**config.mk**
```make
export PLATFORM = sky130hd
export DESIGN_NAME = mph_proj
export DESIGN_NICKNAME = d
export VERILOG_FILES = /design/src/rtl/mph_pkg.sv /design/src/rtl/mph_div.sv /design/src/rtl/mph_proj.sv
export SDC_FILE = /design/constraint.sdc
export NUM_CORES = 2
export LEC_CHECK = 0
export ABC_AREA = 1
export BUFFER_PORTS_ARGS = -buffer_cell sky130_fd_sc_hd__buf_2
export CAP_MARGIN = 25
export CORE_MARGIN = 2
export CORE_UTILIZATION = 40
export CTS_CLUSTER_DIAMETER = 50
export DETAILED_ROUTE_END_ITERATION = 12
export GPL_TIMING_DRIVEN = 0
export PLACE_DENSITY = 0.56
export SKIP_LAST_GASP = 1
export SLEW_MARGIN = 20
export SYNTH_ARGS = -nofsm -noshare
export SYNTH_HDL_FRONTEND = slang
export SYNTH_SLANG_ARGS = --single-unit
```
**constraint.sdc**
```tcl
create_clock -name clk -period 11.75 [get_ports clk]
set_clock_uncertainty 0.1 [all_clocks]
set_input_delay 0.5875 -clock clk [delete_from_list [all_inputs] [get_ports clk]]
set_output_delay 0.5875 -clock clk [all_outputs]
set_load 0.02 [all_outputs]
```
**src/rtl/mph_pkg.sv**
```systemverilog
package mph_pkg;

  localparam int VERTEX_DEPTH_DEF = 1024;
  localparam int INDEX_DEPTH_DEF  = 4096;

  // field widths
  localparam int KIND_W   = 2;
  localparam int SLOT_W   = 12;
  localparam int COORD_W  = 32;
  localparam int IDXV_W   = 16;
  localparam int VCNT_W   = 11;
  localparam int ICNT_W   = 13;
  localparam int CFG_IDX_W = 2;
  localparam int CFG_DAT_W = 13;
  localparam int IN_DATA_W = 128;
  localparam int OUT_DATA_W = 8;

  // counters wide enough for any depth up to 65536
  localparam int CNT_W = 17;

  // ndc points and divider widths
  localparam int NDC_W  = 30;
  localparam int DIVD_W = 48;
  localparam int QUOT_W = 49;
  localparam int WDIV_W = 31;

  localparam logic signed [QUOT_W-1:0] NDC_MAX = 49'sd536870911;
  localparam logic signed [QUOT_W-1:0] NDC_MIN = -49'sd536870912;
  localparam logic signed [QUOT_W-1:0] Z_MAX   = 49'sd65536;
  localparam logic signed [QUOT_W-1:0] Z_MIN   = -49'sd65536;
  localparam logic signed [62:0] DEGEN_LIMIT   = 63'sd4294967;

  typedef enum logic [KIND_W-1:0] {
    KIND_MATRIX = 2'd0,
    KIND_VERTEX = 2'd1,
    KIND_INDEX  = 2'd2,
    KIND_QUERY  = 2'd3
  } kind_t;

  localparam logic [CFG_IDX_W-1:0] CFG_VERTEX_COUNT = 2'd0;
  localparam logic [CFG_IDX_W-1:0] CFG_INDEX_COUNT  = 2'd1;

  typedef logic signed [NDC_W-1:0] ndc_t;

  typedef struct packed {
    ndc_t x;
    ndc_t y;
  } pt_t;

  // clamp to the ndc range
  function automatic ndc_t sat_ndc(logic signed [QUOT_W-1:0] v);
    ndc_t r;
    if (v > NDC_MAX) begin
      r = NDC_MAX[NDC_W-1:0];
    end else if (v < NDC_MIN) begin
      r = NDC_MIN[NDC_W-1:0];
    end else begin
      r = v[NDC_W-1:0];
    end
    return r;
  endfunction

endpackage

```
**src/rtl/mph_div.sv**
```systemverilog
module mph_div (
  input  logic                                clk,
  input  logic                                rst_n,
  input  logic                                start,
  input  logic signed [mph_pkg::DIVD_W-1:0]   dividend,
  input  logic        [mph_pkg::WDIV_W-1:0]   divisor,
  output logic                                done,
  output logic signed [mph_pkg::QUOT_W-1:0]   quot
);
  import mph_pkg::*;

  logic                busy_r;
  logic [5:0]          cnt_r;
  logic [DIVD_W-1:0]   dvd_r;
  logic [WDIV_W-1:0]   rem_r;
  logic [WDIV_W-1:0]   dsr_r;
  logic                neg_r;
  logic                done_r;
  logic [WDIV_W:0]     rem_sh;
  logic [WDIV_W:0]     rem_sub;
  logic                fits;

  // one restoring step per cycle
  always_comb begin
    rem_sh  = {rem_r, dvd_r[DIVD_W-1]};
    fits    = rem_sh >= {1'b0, dsr_r};
    rem_sub = rem_sh - {1'b0, dsr_r};
  end

  // control
  always_ff @(posedge clk) begin
    if (!rst_n) begin
      busy_r <= 1'b0;
      cnt_r  <= '0;
      done_r <= 1'b0;
    end else begin
      done_r <= 1'b0;
      if (start) begin
        busy_r <= 1'b1;
        cnt_r  <= '0;
      end else if (busy_r) begin
        cnt_r <= cnt_r + 6'd1;
        if (cnt_r == 6'(DIVD_W - 1)) begin
          busy_r <= 1'b0;
          done_r <= 1'b1;
        end
      end
    end
  end

  // datapath: quotient bits shift into the dividend register
  always_ff @(posedge clk) begin
    if (start) begin
      neg_r <= dividend[DIVD_W-1];
      dvd_r <= dividend[DIVD_W-1] ? DIVD_W'(-dividend) : dividend;
      rem_r <= '0;
      dsr_r <= divisor;
    end else if (busy_r) begin
      rem_r <= fits ? rem_sub[WDIV_W-1:0] : rem_sh[WDIV_W-1:0];
      dvd_r <= {dvd_r[DIVD_W-2:0], fits};
    end
  end

  assign done = done_r;
  assign quot = neg_r ? -$signed({1'b0, dvd_r}) : $signed({1'b0, dvd_r});

endmodule

```
**src/rtl/mph_proj.sv**
```systemverilog
module mph_proj (
  input  logic                               clk,
  input  logic                               rst_n,
  // matrix store write port
  input  logic                               mwe,
  input  logic [3:0]                         mwaddr,
  input  logic [mph_pkg::COORD_W-1:0]        mwdata,
  // one vertex in, projected point out
  input  logic                               start,
  input  logic signed [mph_pkg::COORD_W-1:0] vx,
  input  logic signed [mph_pkg::COORD_W-1:0] vy,
  input  logic signed [mph_pkg::COORD_W-1:0] vz,
  output logic                               done,
  output logic                               visible,
  output mph_pkg::pt_t                       pt
);
  import mph_pkg::*;

  typedef enum logic [2:0] {P_IDLE, P_MAC, P_W, P_DZ, P_DX, P_DY} pstate_t;

  localparam int ACC_W = 50;

  pstate_t state_r;
  logic [4:0] k_r;
  logic done_r, vis_r;

  logic [COORD_W-1:0] mem [16];
  logic signed [COORD_W-1:0] mdata_r;
  logic rd_v_r, mul_v_r;
  logic [3:0] rd_k_r, mul_k_r;
  logic signed [ACC_W-1:0] term_r, acc_r;
  logic signed [COORD_W-1:0] vx_r, vy_r, vz_r;
  logic signed [COORD_W-1:0] clip_r [4];
  ndc_t nx_r, ny_r;

  logic signed [COORD_W-1:0] vsel;
  logic signed [2*COORD_W-1:0] prod;
  logic signed [2*COORD_W-1:0] prod_sh;
  logic signed [ACC_W-1:0] term_nxt, sum;

  logic div_start, div_done;
  logic signed [DIVD_W-1:0] div_dvd;
  logic signed [QUOT_W-1:0] div_q;

  function automatic logic signed [COORD_W-1:0] sat32(logic signed [ACC_W-1:0] v);
    logic signed [COORD_W-1:0] r;
    if (v > ACC_W'(64'sh7FFF_FFFF)) begin
      r = 32'sh7FFF_FFFF;
    end else if (v < -ACC_W'(64'sh8000_0000)) begin
      r = 32'sh8000_0000;
    end else begin
      r = v[COORD_W-1:0];
    end
    return r;
  endfunction

  // matrix store: write on load, registered read while walking
  always_ff @(posedge clk) begin
    if (mwe) begin
      mem[mwaddr] <= mwdata;
    end
    mdata_r <= mem[k_r[3:0]];
  end

  // multiply stage: floor(m * v / 2^16), or the translation column as is
  always_comb begin
    case (rd_k_r[1:0])
      2'd0:    vsel = vx_r;
      2'd1:    vsel = vy_r;
      default: vsel = vz_r;
    endcase
    prod    = mdata_r * vsel;
    prod_sh = prod >>> 16;
    if (rd_k_r[1:0] == 2'd3) begin
      term_nxt = ACC_W'(mdata_r);
    end else begin
      term_nxt = ACC_W'(prod_sh);
    end
    sum = ((mul_k_r[1:0] == 2'd0) ? '0 : acc_r) + term_r;
  end

  // divider operand per state
  always_comb begin
    div_start = 1'b0;
    div_dvd   = '0;
    unique case (state_r)
      P_W: begin
        div_start = clip_r[3] > 0;
        div_dvd   = DIVD_W'(clip_r[2]) <<< 16;
      end
      P_DZ: begin
        div_start = div_done && div_q >= Z_MIN && div_q <= Z_MAX;
        div_dvd   = DIVD_W'(clip_r[0]) <<< 16;
      end
      P_DX: begin
        div_start = div_done;
        div_dvd   = DIVD_W'(clip_r[1]) <<< 16;
      end
      default: begin
        div_start = 1'b0;
      end
    endcase
  end

  mph_div u_div (
    .clk      (clk),
    .rst_n    (rst_n),
    .start    (div_start),
    .dividend (div_dvd),
    .divisor  (clip_r[3][WDIV_W-1:0]),
    .done     (div_done),
    .quot     (div_q)
  );

  // sequencer
  always_ff @(posedge clk) begin
    if (!rst_n) begin
      state_r <= P_IDLE;
      k_r     <= '0;
      done_r  <= 1'b0;
      vis_r   <= 1'b0;
      rd_v_r  <= 1'b0;
      mul_v_r <= 1'b0;
    end else begin
      done_r  <= 1'b0;
      rd_v_r  <= (state_r == P_MAC) && !k_r[4];
      mul_v_r <= rd_v_r;
      unique case (state_r)
        P_IDLE: begin
          if (start) begin
            k_r     <= '0;
            state_r <= P_MAC;
          end
        end
        P_MAC: begin
          if (!k_r[4]) begin
            k_r <= k_r + 5'd1;
          end
          if (mul_v_r && mul_k_r == 4'd15) begin
            state_r <= P_W;
          end
        end
        P_W: begin
          if (clip_r[3] <= 0) begin
            done_r  <= 1'b1;
            vis_r   <= 1'b0;
            state_r <= P_IDLE;
          end else begin
            state_r <= P_DZ;
          end
        end
        P_DZ: begin
          if (div_done) begin
            if (div_start) begin
              state_r <= P_DX;
            end else begin
              done_r  <= 1'b1;
              vis_r   <= 1'b0;
              state_r <= P_IDLE;
            end
          end
        end
        P_DX: begin
          if (div_done) begin
            state_r <= P_DY;
          end
        end
        P_DY: begin
          if (div_done) begin
            done_r  <= 1'b1;
            vis_r   <= 1'b1;
            state_r <= P_IDLE;
          end
        end
        default: state_r <= P_IDLE;
      endcase
    end
  end

  // datapath
  always_ff @(posedge clk) begin
    if (start && state_r == P_IDLE) begin
      vx_r <= vx;
      vy_r <= vy;
      vz_r <= vz;
    end
    rd_k_r  <= k_r[3:0];
    mul_k_r <= rd_k_r;
    term_r  <= term_nxt;
    if (mul_v_r) begin
      acc_r <= sum;
      if (mul_k_r[1:0] == 2'd3) begin
        clip_r[mul_k_r[3:2]] <= sat32(sum);
      end
    end
    if (div_done && state_r == P_DX) begin
      nx_r <= sat_ndc(div_q);
    end
    if (div_done && state_r == P_DY) begin
      ny_r <= sat_ndc(div_q);
    end
  end

  assign done    = done_r;
  assign visible = vis_r;
  assign pt.x    = nx_r;
  assign pt.y    = ny_r;

endmodule

```
After elaboration in Yosys (flattened, before gate mapping)
Memories as Yosys holds them, arrays and structs flattened. A register that Yosys moved wholly into a read port is not among the register bits.
Index checks and enable logic that the tools add are counted.
{ "totals": {"regBits": 395, "ram_bits": 640, "in_bits": 136, "wordCells": 127, "mem_count": 2} }
{ "memory_table": {"columns": ["name", "words", "width", "rd", "rd_clocked_by_memory_dff", "write_ports", "line_no", "text"], "rows": [
  ["mem", 16, 32, 1, 1, 1, "mph_proj.sv:27", "logic [COORD_W-1:0] mem [16];"],
  ["clip_r", 4, 32, 4, 0, 1, "mph_proj.sv:33", "logic signed [COORD_W-1:0] clip_r [4];"]
]} }
{ "op_classes": {"n_addsub": 6, "n_mul": 1, "n_lt_le_gt_ge": 9, "n_eq_ne": 18, "mux": 46, "bitwise_logic": 2, "n_reduce_logical": 20} }
{ "op_table": {"columns": ["operator", "n"], "rows": [
  ["two-way mux 48 bit", 3],
  ["one-hot mux 48 bit (3 select lines)", 1],
  ["two-way mux 32 bit", 4],
  ["two-way mux 50 bit", 2],
  ["multiplier 32 x 32 -> 64 bit", 1],
  ["one-hot mux 32 bit (2 select lines)", 1],
  ["two-way mux 30 bit", 2],
  ["adder 50 bit", 1],
  ["greater-than comparator 50 x 32 -> 1 bit, second input constant", 1],
  ["less-than comparator 50 x 32 -> 1 bit, second input constant", 1],
  [">= comparator 49 x 17 -> 1 bit, second input constant", 1],
  ["greater-than comparator 49 x 30 -> 1 bit, second input constant", 1],
  ["less-or-equal comparator 49 x 18 -> 1 bit, second input constant", 1],
  ["less-than comparator 49 x 30 -> 1 bit, second input constant", 1],
  ["two-way mux 49 bit", 1],
  ["negation 48 -> 49 bit", 1],
  ["negation 48 bit", 1],
  [">= comparator 32 x 31 -> 1 bit", 1],
  ["greater-than comparator 32 x 1 -> 1 bit, second input constant", 1],
  ["less-or-equal comparator 32 x 1 -> 1 bit, second input constant", 1],
  ["two-way mux 31 bit", 1],
  ["subtractor 31 bit", 1],
  ["two-way mux 3 bit", 6],
  ["one-hot mux 3 bit (6 select lines)", 1],
  ["28 further kinds", 66]
]} }

Longest topological paths before layout
{ "logic_depth": {"word_depth": 9, "mapped_depth": 40} }

Modules after synthesis
From an unflattened synthesis, not the netlist that was laid out.
{ "unflattened": {"cells_unflattened": 9468, "hier_area_um2": 86322.8} }
{ "by_module_without_submodules": {"columns": ["mod", "instances", "cells_each", "area_each_um2"], "rows": [
  ["mph_proj", 1, 7772, 75748.9],
  ["mph_div", 1, 1696, 10573.9]
]} }

Worst setup path before layout
OpenSTA, ideal clock, no wires.
{ "synth_timing": {"kind": "register to register", "start": "reg rd_k_r[0]", "end": "reg term_r[46]", "setup_ns": 0.074, "arrival_time_ns": 8.705, "required_time_ns": 11.576, "setup_slack_ns": 2.871, "stages_incl_launch_ff": 34, "n_path_buf": 3, "synth_period_minus_slack_ns": 8.879, "cell_sequence": "dfxtp_1 -> inv_1 -> nor2_1 -> clkbuf_1 -> clkbuf_1 -> nand2_1 -> nand3_1 -> clkbuf_1 -> nor2_1 -> fa_1 -> inv_1 -> fa_1 -> inv_1 -> fa_1 -> fa_1 -> inv_1 -> fa_1 -> inv_1 -> fa_1 -> inv_1 -> fa_1 -> fa_1 -> inv_1 -> ha_1 -> a21oi_1 -> inv_1 -> a21oi_1 -> nor2_1 -> a2111oi_0 -> o221a_2 -> nand2_1 -> nand2_1 -> nand2_1 -> o21ai_0"} }
{ "synth_between": {"elab_chain_cells": 4, "elab_cells_between_ends": 6, "classes_between": "mul: 1; eq/ne: 2; mux: 2; reduce/logical: 1"} }
{ "synth_lines": {"columns": ["element", "line_no", "text"], "rows": [
  ["start, declared", "mph_proj.sv:30", "logic [3:0] rd_k_r, mul_k_r;"],
  ["start signal, assigned", "mph_proj.sv:187", "rd_k_r <= k_r[3:0];"],
  ["== test 2 x 1 -> 1 bit / zero test 2 bit (equally long branches)", "mph_proj.sv:67", "case (rd_k_r[1:0])"],
  ["one-hot mux 32 bit (2 select lines)", "mph_proj.sv:67", null],
  ["multiplier 32 x 32 -> 64 bit", "mph_proj.sv:72", "prod = mdata_r * vsel;"],
  ["two-way mux 50 bit *", "mph_proj.sv:74", "if (rd_k_r[1:0] == 2'd3) begin"],
  ["via term_nxt[46]", "mph_proj.sv:39", "logic signed [ACC_W-1:0] term_nxt, sum;"],
  ["end signal, assigned", "mph_proj.sv:189", "term_r <= term_nxt;"],
  ["end, declared", "mph_proj.sv:31", "logic signed [ACC_W-1:0] term_r, acc_r;"]
]} }
Mark *: on every way through the listed nets, which the timed path passes. The rest lies on a longest branch.
A chain may end at the register's enable or synchronous reset.

Worst setup path in the final report
{ "layout_timing": {"start": "reg rd_k_r[1]", "end": "reg term_r[45]"} }
The elaborated chain is that of the path after synthesis.

==> impl_metrics.ini <==
[detailed_routing]
ant_nets = 0
wl_um = 285000
avgRoutedWirePerCell_um = 23.0
routed-via-count = 64900
routed_via_density = 5.25
drc = 0
drtIter0Drc = 6106
drt_pass1_iterations = 6

[synth]
yosysUniqueCellTypes = 61
synth.ff_latch_count = 1065
synth_top_cell_area_share = 0.330
syn-cell-area_um2 = 84300
yosysWarnings = 0
netlist.top_cell.by_area = edfxtp_1
synth_area_per_cell_um2 = 9.43
synthTopCellsByArea = edfxtp_1 33%, fa_1 26%, inv_1 7.8%
synthesis.instances = 8940
synth_fp_nets = 10400
ys_seq_area_frac = 0.363

[worst_setup_path]
path_common_cell = inv_1
start_kind = flip-flop
cpMaxStageDelayCell = o21ai_0
r2r_cells = 34
path_max_fanout = 10
max_stage_delay_ns = 0.80
cp-end-kind = flip-flop
critPathKind = flip-flop to flip-flop
worstPathRequired_ns = 12.30
crit_arrival_ns = 11.99

[grt]
gr-usage-all-layers = 0.267
grt_max_degree = 64
top_usage_layer = met2
antenna_found_initial = 29
grt_pass1_wl_um = 425000
grt_pass1_vias = 66500
grt_util_met1 = 0.359
met2_usage = 0.417
gr-total-overflow = 0
met3_usage = 0.0600

[timing]
hold_ws_ns = 0.0549
min_period_over_period = 0.974
worst_pin_slew_ns = 1.12
layout_setup_ws_ns = 0.310
max_freq_mhz = 87.4
max-slew-margin-rel = 0.253
setup_viol = 0
final.setup.tns_ns = 0
finalCriticalPeriod_ns = 11.44
drv_slew = 0
finalHoldViolations = 0
rsz0062_at_grt = true

[floorplanning]
die_w_um = 463
initial_core_util = 0.402
coreArea_um2 = 210000
die-area_um2 = 214000
io_pins = 198
die_h_um = 463
rows = 168

[job]
cap_violations = 0

[layout]
final_common_cell = inv_1
final_cell_mix = 1736 x inv_1, 1414 x nand2_1, 1357 x nor2_1, 1082 x fa_1, 926 x edfxtp_1
finalNetCount = 10900
syn_to_final_growth_pct = 13.7
fin_cells = 12400
drive_above_1_share = 0.0697

[place]
gp_congestion = 0.986
pre_cts_slack_ns = -0.583
hpwl_um = 229000
dp_cells = 12000
port_buffers = 196

[clock_network]
htree_levels = 4
clk_pin_slew_ns = 0.06
cts_tree = yes
numCtsBuffers = 133
clk_path_buf_depth = 3
root_buffer = clkbuf_16
numClockSinks = 1065
clock_latency_ns = 0.83

[hold_path]
hold_path.class = input pin to flip-flop
hold_depth = 1

[run_status]
outcome = finished, final reports clean
==> sequential cells by signal (all words and copies together), names as in the netlist, 48 cells and up <==
register and flops:
mem 512, clip_r 128, acc_r 50, term_r 48, u_div.dvd_r 48
==> synthesized netlist by cell type (all sizes together) <==
cell / number
clkbuf: 289
fa: 1083
dfxtp: 139
a31o: 1
o211ai: 23
buf: 57
nand2: 1427
a21boi: 5
a21o: 4
o32ai: 77
o221a: 3
and2: 12
nand3: 234
o22ai: 1
a2111oi: 3
a211oi: 4
nor2: 1405
or2: 30
nor4: 27
nand3b: 15
inv: 1763
a31oi: 27
o2111ai: 2
xor2: 110
o221ai: 60
edfxtp: 926
clkinv: 21
a221oi: 8
a22o: 11
a32o: 5
nor3: 44
ha: 265
xnor2: 51
mux2i: 52
o21a: 20
and3: 3
o21bai: 13
o31ai: 5
o21ai: 384
nand4: 43
a21oi: 288
==> worst max-delay path: cells and delay by family, from the launching register on <==
kind,cells,cell delay (ns)
AO/OA/AOI/OAI,2,1.07
adder cells (fa/ha/maj),9,4.58
buffers and inverters,12,2.55
flip-flops,1,0.77
AND/OR/NAND/NOR,11,2.16
==> metal layers <==
layer / wire, um / share of wire
met5: 158 / 0.00056
met1: 118000 / 0.41
met3: 25900 / 0.091
met2: 128000 / 0.45
met4: 13000 / 0.046
==> cells by family after synthesis <==
logic type,after synthesis,synth area share
XOR/XNOR,161,0.0167
flip-flops,1065,0.363
multiplexers,52,0.00618
AO/OA/AOI/OAI,944,0.0671
AND/OR/NAND/NOR,3240,0.154
buffers and inverters,2130,0.0960
adder cells (fa/ha/maj),1348,0.297
==> final timing paths <==
check | startpoint | slack (ns) | to
max | rd_k_r[1] | 0.31 | term_r[45]
min | mwdata[12] | 0.05 | mem[15][12]
max reg2reg | rd_k_r[1] | 0.31 | term_r[45]
min reg2reg | rd_k_r[2] | 0.24 | mul_k_r[2]
==> layout make-up <==
class	count	area [um2]
Timing Repair Buffer	362	3070
Antenna cell	8	20.0
Inverter	1784	6710
Clock buffer	165	3540
Buffer	343	1430
Multi-Input combinational cell	5745	45800
Tap cell	2805	3510
Fill cell	20200	114000
Sequential cell	1065	30600
Clock inverter	81	1200
==> metrics by stage <==
stage	area (um2)	utilization
global route	95800	0.457
CTS	95700	0.457
floorplan	84300	-
finish	95800	0.457
detailed placement	89900	0.429
global placement	88800	0.424
==> repair_timing <==
item                                    CTS  global route
gates resized for setup                   8            10
setup buffers                             0             4
hold endpoints to repair                223             0
hold buffers                            110             0
endpoints found under the setup margin    5             5
pin swaps                                 0             0
Power is not shown: default switching activity piles up to over one toggle a cycle in this logic, so the estimate is an artifact.
